<file path="config.mk">
export PLATFORM = sky130hd
export DESIGN_NAME = pulse_width_frame_transmitter_top
export DESIGN_NICKNAME = d
export VERILOG_FILES = /design/src/pwft_pkg.sv /design/src/pwft_in_reg.sv /design/src/pwft_step.sv /design/src/pwft_out_reg.sv /design/src/pulse_width_frame_transmitter_top.sv
export VERILOG_INCLUDE_DIRS = /design/src /design/src/src
export SDC_FILE = /design/constraint.sdc
export NUM_CORES = 1
export LEC_CHECK = 0
export ABC_AREA = 1
export BUFFER_PORTS_ARGS = -buffer_cell sky130_fd_sc_hd__buf_2
export CAP_MARGIN = 20
export CELL_PAD_IN_SITES_DETAIL_PLACEMENT = 0
export CELL_PAD_IN_SITES_GLOBAL_PLACEMENT = 1
export CORE_ASPECT_RATIO = 1.4
export CORE_MARGIN = 2
export CORE_UTILIZATION = 30
export CTS_BUF_LIST = sky130_fd_sc_hd__clkbuf_4 sky130_fd_sc_hd__clkbuf_8
export CTS_CLUSTER_SIZE = 8
export DETAILED_ROUTE_END_ITERATION = 16
export MAX_ROUTING_LAYER = met4
export PLACE_DENSITY_LB_ADDON = 0.1
export SLEW_MARGIN = 20
export SYNTH_ARGS = -nofsm -noshare
export SYNTH_HDL_FRONTEND = slang
export SYNTH_SLANG_ARGS = --single-unit
</file>
<file path="constraint.sdc">
create_clock -name clk -period 3.2 [get_ports clk]
set_input_delay 0.32 -clock clk [delete_from_list [all_inputs] [get_ports clk]]
set_output_delay 0.32 -clock clk [all_outputs]
set_load 0.03 [all_outputs]
</file>
<file path="src/pulse_width_frame_transmitter_top_assert.svh">
// Assertion macros for the pulse-width frame transmitter.
// Used by the modules that check their own logic; needs no package.
`ifndef PULSE_WIDTH_FRAME_TRANSMITTER_TOP_ASSERT_SVH
`define PULSE_WIDTH_FRAME_TRANSMITTER_TOP_ASSERT_SVH

// Same-cycle implication under synchronous active-low reset.
`define PWFT_ASSERT_SAME(lbl, clk, rst_n, ante, cons, msg) \
  lbl: assert property (@(posedge clk) disable iff (!rst_n) (ante) |-> (cons)) \
    else $error(msg);

// Next-cycle implication under synchronous active-low reset.
`define PWFT_ASSERT_NEXT(lbl, clk, rst_n, ante, cons, msg) \
  lbl: assert property (@(posedge clk) disable iff (!rst_n) (ante) |=> (cons)) \
    else $error(msg);

`endif

</file>
<file path="src/pwft_pkg.sv">
// Shared types and constants for the pulse-width frame transmitter.
// No dependencies.
package pwft_pkg;

  localparam int unsigned LenW = 8;
  localparam int unsigned CfgIdxW = 2;

  localparam logic [CfgIdxW-1:0] CFG_START_LENGTH = 2'd0;
  localparam logic [CfgIdxW-1:0] CFG_ZERO_LENGTH = 2'd1;
  localparam logic [CfgIdxW-1:0] CFG_ONE_LENGTH = 2'd2;

  localparam logic [LenW-1:0] START_LENGTH_RST = 8'd20;
  localparam logic [LenW-1:0] ZERO_LENGTH_RST = 8'd5;
  localparam logic [LenW-1:0] ONE_LENGTH_RST = 8'd10;
  localparam logic [LenW-1:0] HOLD_RST = 8'd1;

  typedef enum logic [6:0] {
    PH_IDLE       = 7'b0000001,
    PH_START_HIGH = 7'b0000010,
    PH_START_LOW  = 7'b0000100,
    PH_BIT_HIGH   = 7'b0001000,
    PH_BIT_LOW    = 7'b0010000,
    PH_STOP_HIGH  = 7'b0100000,
    PH_STOP_LOW   = 7'b1000000
  } phase_t;

  typedef struct packed {
    logic bit_value;
    logic bit_available;
    logic message_waiting;
  } in_item_t;

  typedef struct packed {
    logic message_taken;
    logic bit_taken;
    logic line_level;
  } out_item_t;

  typedef struct packed {
    logic     valid;
    in_item_t item;
  } in_stage_t;

  typedef struct packed {
    logic      valid;
    out_item_t item;
  } out_stage_t;

endpackage

</file>
<file path="src/pwft_in_reg.sv">
// Input register stage of the pulse-width frame transmitter.
// Depends on pwft_pkg.
module pwft_in_reg (
  input  logic                clk,
  input  logic                rst_n,
  input  logic                in_tvalid,
  output logic                in_tready,
  input  pwft_pkg::in_item_t  in_item,
  output pwft_pkg::in_stage_t stage,
  input  logic                stage_ready
);

  logic               vld_r;
  logic               vld_nxt;
  pwft_pkg::in_item_t item_r;

  assign in_tready = !vld_r || stage_ready;
  assign vld_nxt   = in_tready ? in_tvalid : vld_r;

  always_ff @(posedge clk) begin
    if (!rst_n) begin
      vld_r <= 1'b0;
    end else begin
      vld_r <= vld_nxt;
    end
  end

  always_ff @(posedge clk) begin
    if (in_tready) begin
      item_r <= in_item;
    end
  end

  assign stage.valid = vld_r;
  assign stage.item  = item_r;

endmodule

</file>
<file path="src/pwft_step.sv">
// Framing state machine, hold counter and length registers.
// Depends on pwft_pkg and pulse_width_frame_transmitter_top_assert.svh.
`include "pulse_width_frame_transmitter_top_assert.svh"

module pwft_step (
  input  logic                                 clk,
  input  logic                                 rst_n,
  input  logic                                 cfg_wr_en,
  input  logic [pwft_pkg::CfgIdxW-1:0]          cfg_addr,
  input  logic [pwft_pkg::LenW-1:0]             cfg_wdata,
  input  pwft_pkg::in_stage_t                   stage_in,
  output logic                                 stage_ready,
  output pwft_pkg::out_stage_t                  stage_out,
  input  logic                                 out_ready
);

  logic [pwft_pkg::LenW-1:0] start_len_r;
  logic [pwft_pkg::LenW-1:0] zero_len_r;
  logic [pwft_pkg::LenW-1:0] one_len_r;

  pwft_pkg::phase_t          phase_r;
  pwft_pkg::phase_t          phase_nxt;
  logic [pwft_pkg::LenW-1:0] hold_r;
  logic [pwft_pkg::LenW-1:0] hold_nxt;
  logic                      line_r;
  logic                      line_nxt;
  logic                      took_bit;
  logic                      took_msg;
  logic                      fire;
  logic                      run_out;

  assign stage_ready = out_ready;
  assign fire        = stage_in.valid && out_ready;
  assign run_out     = (hold_r <= pwft_pkg::HOLD_RST);

  always_ff @(posedge clk) begin
    if (!rst_n) begin
      start_len_r <= pwft_pkg::START_LENGTH_RST;
      zero_len_r  <= pwft_pkg::ZERO_LENGTH_RST;
      one_len_r   <= pwft_pkg::ONE_LENGTH_RST;
    end else if (cfg_wr_en) begin
      case (cfg_addr)
        pwft_pkg::CFG_START_LENGTH: start_len_r <= cfg_wdata;
        pwft_pkg::CFG_ZERO_LENGTH:  zero_len_r  <= cfg_wdata;
        pwft_pkg::CFG_ONE_LENGTH:   one_len_r   <= cfg_wdata;
        default: ;
      endcase
    end
  end

  always_comb begin
    phase_nxt = phase_r;
    hold_nxt  = hold_r;
    line_nxt  = line_r;
    took_bit  = 1'b0;
    took_msg  = 1'b0;
    if (!run_out) begin
      hold_nxt = hold_r - 8'd1;
    end else begin
      case (phase_r)
        pwft_pkg::PH_START_HIGH: begin
          line_nxt  = 1'b1;
          hold_nxt  = start_len_r;
          phase_nxt = pwft_pkg::PH_START_LOW;
        end
        pwft_pkg::PH_START_LOW: begin
          line_nxt  = 1'b0;
          hold_nxt  = start_len_r;
          phase_nxt = pwft_pkg::PH_BIT_HIGH;
        end
        pwft_pkg::PH_BIT_HIGH: begin
          if (stage_in.item.bit_available) begin
            line_nxt  = 1'b1;
            hold_nxt  = stage_in.item.bit_value ? one_len_r : zero_len_r;
            phase_nxt = pwft_pkg::PH_BIT_LOW;
            took_bit  = 1'b1;
          end else begin
            line_nxt  = 1'b0;
            phase_nxt = pwft_pkg::PH_STOP_HIGH;
          end
        end
        pwft_pkg::PH_BIT_LOW: begin
          line_nxt  = 1'b0;
          phase_nxt = pwft_pkg::PH_BIT_HIGH;
        end
        pwft_pkg::PH_STOP_HIGH: begin
          line_nxt  = 1'b1;
          hold_nxt  = start_len_r;
          phase_nxt = pwft_pkg::PH_STOP_LOW;
        end
        pwft_pkg::PH_STOP_LOW: begin
          line_nxt  = 1'b0;
          hold_nxt  = start_len_r;
          phase_nxt = pwft_pkg::PH_IDLE;
        end
        default: begin
          if (stage_in.item.message_waiting) begin
            phase_nxt = pwft_pkg::PH_START_HIGH;
            took_msg  = 1'b1;
          end else begin
            phase_nxt = pwft_pkg::PH_IDLE;
          end
        end
      endcase
    end
  end

  always_ff @(posedge clk) begin
    if (!rst_n) begin
      phase_r <= pwft_pkg::PH_IDLE;
      hold_r  <= pwft_pkg::HOLD_RST;
      line_r  <= 1'b0;
    end else if (fire) begin
      phase_r <= phase_nxt;
      hold_r  <= hold_nxt;
      line_r  <= line_nxt;
    end
  end

  assign stage_out.valid              = fire;
  assign stage_out.item.line_level    = line_nxt;
  assign stage_out.item.bit_taken     = took_bit;
  assign stage_out.item.message_taken = took_msg;

  `PWFT_ASSERT_SAME(a_msg_only_idle, clk, rst_n, fire && took_msg,
    phase_r == pwft_pkg::PH_IDLE && run_out, "message taken outside idle")
  `PWFT_ASSERT_SAME(a_bit_only_high, clk, rst_n, fire && took_bit,
    phase_r == pwft_pkg::PH_BIT_HIGH && run_out, "bit taken outside bit-high phase")
  `PWFT_ASSERT_NEXT(a_hold_freezes, clk, rst_n, fire && !run_out,
    phase_r == $past(phase_r) && line_r == $past(line_r) && hold_r == $past(hold_r) - 8'd1,
    "hold countdown changed phase or line")
  `PWFT_ASSERT_NEXT(a_idle_stall, clk, rst_n, !fire,
    phase_r == $past(phase_r) && hold_r == $past(hold_r), "state moved without a word")

endmodule

</file>
<file path="src/pwft_out_reg.sv">
// Result register stage of the pulse-width frame transmitter.
// Depends on pwft_pkg.
module pwft_out_reg (
  input  logic                 clk,
  input  logic                 rst_n,
  input  pwft_pkg::out_stage_t stage,
  output logic                 stage_ready,
  output logic                 out_tvalid,
  input  logic                 out_tready,
  output pwft_pkg::out_item_t  out_item
);

  logic                vld_r;
  logic                vld_nxt;
  pwft_pkg::out_item_t item_r;

  assign stage_ready = !vld_r || out_tready;
  assign vld_nxt     = stage_ready ? stage.valid : vld_r;

  always_ff @(posedge clk) begin
    if (!rst_n) begin
      vld_r <= 1'b0;
    end else begin
      vld_r <= vld_nxt;
    end
  end

  always_ff @(posedge clk) begin
    if (stage_ready) begin
      item_r <= stage.item;
    end
  end

  assign out_tvalid = vld_r;
  assign out_item   = item_r;

endmodule

</file>
<file path="src/pulse_width_frame_transmitter_top.sv">
// Pulse-width frame transmitter: input register, framing step, result register.
// A word goes from the input register via the framing step to the result register.
// Throughput: one word per cycle unless out_tready stalls; input register and result
// register both load whenever the stage ahead is empty or handing off.
// Reset (rst_n low, synchronous): idle phase, hold one, line low, length
// registers at 20/5/10, both stages empty.
module pulse_width_frame_transmitter_top (
  input  logic       clk,
  input  logic       rst_n,
  input  logic       cfg_wr_en,
  input  logic [1:0] cfg_addr,
  input  logic [7:0] cfg_wdata,
  input  logic       in_tvalid,
  output logic       in_tready,
  input  logic [7:0] in_tdata,   // [0] message_waiting, [1] bit_available, [2] bit_value
  output logic       out_tvalid,
  input  logic       out_tready,
  output logic [7:0] out_tdata   // [0] line_level, [1] bit_taken, [2] message_taken
);

  pwft_pkg::in_item_t   in_item;
  pwft_pkg::in_stage_t  in_stage;
  pwft_pkg::out_stage_t res_stage;
  pwft_pkg::out_item_t  out_item;
  logic                 step_ready;
  logic                 out_ready;

  assign in_item.message_waiting = in_tdata[0];
  assign in_item.bit_available   = in_tdata[1];
  assign in_item.bit_value       = in_tdata[2];

  pwft_in_reg u_in_reg (
    .clk         (clk),
    .rst_n       (rst_n),
    .in_tvalid   (in_tvalid),
    .in_tready   (in_tready),
    .in_item     (in_item),
    .stage       (in_stage),
    .stage_ready (step_ready)
  );

  pwft_step u_step (
    .clk         (clk),
    .rst_n       (rst_n),
    .cfg_wr_en   (cfg_wr_en),
    .cfg_addr    (cfg_addr),
    .cfg_wdata   (cfg_wdata),
    .stage_in    (in_stage),
    .stage_ready (step_ready),
    .stage_out   (res_stage),
    .out_ready   (out_ready)
  );

  pwft_out_reg u_out_reg (
    .clk         (clk),
    .rst_n       (rst_n),
    .stage       (res_stage),
    .stage_ready (out_ready),
    .out_tvalid  (out_tvalid),
    .out_tready  (out_tready),
    .out_item    (out_item)
  );

  assign out_tdata = {5'b00000, out_item.message_taken, out_item.bit_taken,
                      out_item.line_level};

endmodule
</file>
==> impl_metrics.ini, run 1 <==
[status]
status = complete, no violations

[logic_synthesis]
seq_area_frac_synth = 0.413
synthesis.area_sq_mm = 0.00247
avgSynthCellArea_sq_um = 7.00
async_flop_share = 0
synth_area_leaders = dfxtp_1 (34%), nand2_1 (10%), nor2_1 (8.1%), inv_1 (7.4%), edfxtp_1 (7.3%)
yosys_most_used_dff = dfxtp_1
synth_top_cell_area_share = 0.340
synth_commonest_cells = nand2_1 (68), nor2_1 (53), inv_1 (49)
yosys.area_share.simple = 0.326
yosys_warnings = 0
yosysMostFrequentCell = nand2_1
synth-compound-area-share = 0.136
synth_cells = 353
synth-xor-area-share = 0
synthMuxAreaShare = 0.00811
yosys_register_bits = 48
synth_largest_area_cell = dfxtp_1
synth-adder-area-share = 0.0101
synth_edf_count = 6
synth_top_family_by_area = simple AND/OR/NAND/NOR gates
yosysUniqueCellTypes = 30

[worst_setup_path]
critPathLaunchType = flop
cp_max_fo = 12
crit_type = flop to flop
cp-end-kind = flop
worstPathArrival_ps = 2060
cp.required_ps = 3280

[detailed_routing]
via_per_inst = 4.45
ant_nets = 0
drt-wirelength-per-cell_microns = 12.5
vias = 2123
dr.pass1.iters = 4
drc = 0
wirelength_microns = 5960
drt_iter0_drc = 61

[clock_tree]
htreeDepth = 2
cts_setup_buffers = 0
clk_latency_ps = 310
cts.path.max_buffers = 2
cts.clk_slew.worst_paths_ps = 90
numCtsBuffers = 5
cts.sinks = 48
root_buffer = clkbuf_8
cts_hold_buf = 0
cts-resized-gates = 0
cts_tree = done

[floorplanning]
pin_count = 33
num_rows = 39
die_w_microns = 80.7
core_area_sq_mm = 0.00810
die-area_sq_mm = 0.00899
initial_core_util = 0.305
die_h_microns = 111

[job]
maxCapViolations = 0

[pwr]
switching_share = 0.408
power_per_cell_area_mw_per_mm2 = 656
p_int_uw = 1070
pwr-share-comb = 0.375
power.leakage_uw = 0.00126
switching_power_uw = 734
worst_ir_drop_vdd_mv = 0.252
seq_power_share = 0.415
power.clock.fraction = 0.210

[finish]
stdcell_area_sq_mm = 0.00275
syn2layout_area_growth_pct = 11.1
multi_input_area_sq_mm = 0.00121
seq_area_sq_mm = 0.00102
nets = 400
nFillCells = 940
final_util = 0.339
drive_gt1_frac = 0.141
n_antenna_cell = 0

[sta]
slew_headroom = 0.479
rsz0062_at_grt = no
timing_hold_violations_final = 0
skew_ps = 11.3
fmax_mhz = 504
final.period_utilization = 0.620
min_period_ps = 1980
whs_ps = 184
slew_viol_final = 0
worst_pin_slew_ps = 778
setup_violations = 0
fin_tns_setup_ps = 0

[worst_hold_path]
hold_path.class = input pin to flop

[global_route]
antenna_found_initial = 0
grt_max_degree = 35
grt_pass1_vias = 1938
grt_pass1_wl_microns = 9780
grt-ovfl-total = 0
globalRouteTotalUtil = 0.145

[placement]
numPortBuffers = 22
gp_congestion = 0.750
dpl_cell_area_sq_mm = 0.00266
dp_hpwl_microns = 4480
[placed cells by master, fill, tap and decap left out, drive strengths merged]
| master | netlist | routed |
|---|---|---|
| nand2 | 71 | 71 |
| nor2 | 63 | 63 |
| inv | 50 | 50 |
| dfxtp | 42 | 42 |
| o21ai | 33 | 33 |
| nand3 | 31 | 31 |
| a21oi | 26 | 26 |
| buf | 7 | 22 |
| clkbuf | 4 | 7 |
| edfxtp | 6 | 6 |
| conb | 1 | 5 |
| nor3 | 5 | 5 |
| o211ai | 4 | 4 |
| nand4 | 3 | 3 |
| mux2i | 2 | 2 |
| ha | 2 | 2 |
| clkinv | 1 | 1 |
| or2 | 1 | 1 |
| a211oi | 1 | 1 |
[logic make-up after synthesis]
logic type | after synthesis
compound gates | 64
fa+ha+maj | 2
buf+inv | 62
flops | 48
mux | 2
other cells | 1
simple gates | 174
[power by group through the flow]
stage	sequential (uW)	combinational, uW	clock [uW]
floorplan	764	526	0
global placement	761	694	0
detailed placement	761	689	0
CTS	748	691	392
global route	759	767	418
finish	746	675	379
[path summary, 6_finish.rpt]
| kind | startpoint | end | slack, ps | depth (start not counted) |
|---|---|---|---|---|
| setup / recovery | u_step.hold_r[1]$_SDFFE_PN0P_ | u_out_reg.out_item[0]$_DFFE_PN_ | 1220 | 9 |
| hold / removal | in_tdata[2] | u_in_reg.stage[2]$_DFFE_PP_ | 180 | 1 |
| setup reg to reg | u_step.hold_r[1]$_SDFFE_PN0P_ | u_out_reg.out_item[0]$_DFFE_PN_ | 1220 | 9 |
| hold reg to reg | u_step.one_len_r[5]$_SDFFE_PN0P_ | u_step.one_len_r[5]$_SDFFE_PN0P_ | 460 | 2 |
[metrics by stage]
step | power [uW] | setup WS, ps | instances
after CTS | 1830 | 1160 | 477
after floorplan | 1290 | 1600 | 357
final | 1800 | 1220 | 477
after global placement | 1450 | 1160 | 470
after global routing | 1940 | 987 | 477
after detailed placement | 1450 | 1170 | 470
[registers in the layout, summed over array words and instances, names as in the netlist]
register,cells
u_out_reg.out_tvalid,1
u_step.one_len_r,8
u_in_reg.vld_r,1
u_step.zero_len_r,8
u_out_reg.out_item,3
u_in_reg.stage,3
u_step.line_r,1
u_step.start_len_r,8
u_step.hold_r,8
u_step.phase_r,7
[layer usage]
layer  GRT usage  share of wire
met5           -              0
met4      0.0475          0.015
met3      0.0267          0.029
met2       0.228           0.49
met1       0.188           0.47
[worst max-delay path, cell delays in order, from the launching register on]
cell and delay (ps):
dfxtp_1 320, inv_1 100, ha_1 180, inv_1 50
nand2_1 120, nand2_1 60, nor2_1 590, nand3_1 150
nand2_1 120, inv_1 40
[layout make-up]
type | instances | area share
Tap cell | 102 | 0.0465
Clock buffer | 7 | 0.0305
Inverter | 51 | 0.0716
Timing Repair Buffer | 22 | 0.0401
Sequential cell | 48 | 0.372
Multi-Input combinational cell | 247 | 0.439
Note: power is estimated with default switching activity, not from simulation.
==> run 2, diff against run 1 <==
==> constraint.sdc (replaced) <==
create_clock -name clk -period 2 [get_ports clk]
set_input_delay 0.2 -clock clk [delete_from_list [all_inputs] [get_ports clk]]
set_output_delay 0.2 -clock clk [all_outputs]
set_load 0.03 [all_outputs]
==> run 2 against run 1 <==
Maximum frequency rose by 13%. Global-route usage rose by 0.94 points. Critical endpoint is now u_step.hold_r[2]$_SDFFE_PN0P_. Setup slack got worse by 970 ps. Final cell count increased by 1.7%. Register-to-register slack got worse by 970 ps. Sequential share of layout area fell by 0.88 points.
==> impl_metrics.ini, run 2 (synthesis results as in run 1) <==
[worst_setup_path]
cp.required_ps = 2220
cpMostUsedCell = inv_1
crit_slowest_cell = dfxtp_1
critPathLaunchType = flop
cp_max_fo = 10
cp-end-kind = flop
worstPathArrival_ps = 1980
crit_type = flop to flop
crit_path_cell_trace = inv_1 > ha_1 > inv_1 > nand2_1 > nand4_4 > nor2_1 > nor2_1 > nand2_4 > inv_6 > nand3_2 > nand2_1 > inv_1
max_stage_delay_ps = 380

[finish]
n_antenna_cell = 0
final_util = 0.347
final_common_cell = nand2_1
nets = 407
syn2layout_area_growth_pct = 13.8
final_cell_mix = nand2_1 (68), nor2_1 (53), inv_1 (49)
stdcell_area_sq_mm = 0.00281
nFillCells = 922
drive_gt1_frac = 0.159

[sta]
slew_headroom = 0.644
min_period_ps = 1760
skew_ps = 4.15
fmax_mhz = 570
slew_viol_final = 0
rsz0062_at_grt = no
fin_tns_setup_ps = 0
setup_violations = 0
final.period_utilization = 0.878
fin_ws_ps = 245
timing_hold_violations_final = 0
worst_pin_slew_ps = 530

[floorplanning]
core_area_sq_mm = 0.00810
die-area_sq_mm = 0.00899
initial_core_util = 0.305
die_h_microns = 111
die_w_microns = 80.7
num_rows = 39
pin_count = 33

[detailed_routing]
ant_nets = 0
drc = 0
drt-wirelength-per-cell_microns = 12.6
via_per_inst = 4.51
wirelength_microns = 6110
drt_iter0_drc = 61
vias = 2186
dr.pass1.iters = 4

[global_route]
grt_pass1_vias = 2148
grt-ovfl-total = 0
grt_pass1_wl_microns = 10400
antenna_found_initial = 0
grt_max_degree = 31
globalRouteTotalUtil = 0.155

[placement]
dp_hpwl_microns = 4640
gp_congestion = 0.775
dpl_cell_area_sq_mm = 0.00271
place_ws_ps = 234
numPortBuffers = 22

[clock_tree]
clk_latency_ps = 310
cts.clk_slew.worst_paths_ps = 90
cts_hold_buf = 0
numCtsBuffers = 5
htreeDepth = 2
cts_setup_buffers = 0
cts.path.max_buffers = 2
cts_tree = done
cts-resized-gates = 0
cts.sinks = 48
root_buffer = clkbuf_8

[pwr]
power.leakage_uw = 0.00131
worst_ir_drop_vdd_mv = 0.461
power_per_cell_area_mw_per_mm2 = 1070

[worst_hold_path]
hold_path.class = input pin to flop

[status]
status = complete, no violations

[job]
maxCapViolations = 0
run 2: through the flow:
stage | std cells | power [uW] | hold slack [ps]
after floorplan | 357 | 2060 | 299
after global placement | 477 | 2410 | 376
after detailed placement | 477 | 2410 | 379
after CTS | 485 | 3060 | 54.6
after global routing | 485 | 3270 | 46.4
final | 485 | 3020 | 58.0
run 2: area by class of cell:
cell class                      count  area, sq um  area share
Timing Repair Buffer               29          163      0.0579
Sequential cell                    48         1020       0.363
Tap cell                          102          128      0.0454
Inverter                           51          196      0.0699
Multi-Input combinational cell    247         1210       0.429
Clock buffer                        8         97.6      0.0347
run 2: critical path: cells and delay by family (launching register included):
family                   cells  cell delay, ps
adder cells (fa/ha/maj)      1             220
buffers and inverters        4             300
flip-flops                   1             380
AND/OR/NAND/NOR              7             760
run 2: power by group:
group | switching (uW) | internal (uW)
logic | 772 | 402
registers | 92.3 | 1100
clock network | 341 | 310
run 2: routing by layer:
metal	global-route usage	vias up	wire length [microns]
li1	-	1180	-
met4	0.0475	0	95
met5	-	-	0
met2	0.256	32	2990
met1	0.187	967	2840
met3	0.0316	7	181
run 2: final timing paths:
check,slack [ps],cells past startpoint,to,startpoint
worst min register to register,460,2,u_step.start_len_r[5]$_SDFFE_PN0P_,u_step.start_len_r[5]$_SDFFE_PN0P_
worst min-delay path,60,1,u_in_reg.stage[1]$_DFFE_PP_,in_tdata[1]
worst max register to register,240,12,u_step.hold_r[2]$_SDFFE_PN0P_,u_step.hold_r[0]$_SDFFE_PN1P_
worst max-delay path,240,12,u_step.hold_r[2]$_SDFFE_PN0P_,u_step.hold_r[0]$_SDFFE_PN1P_
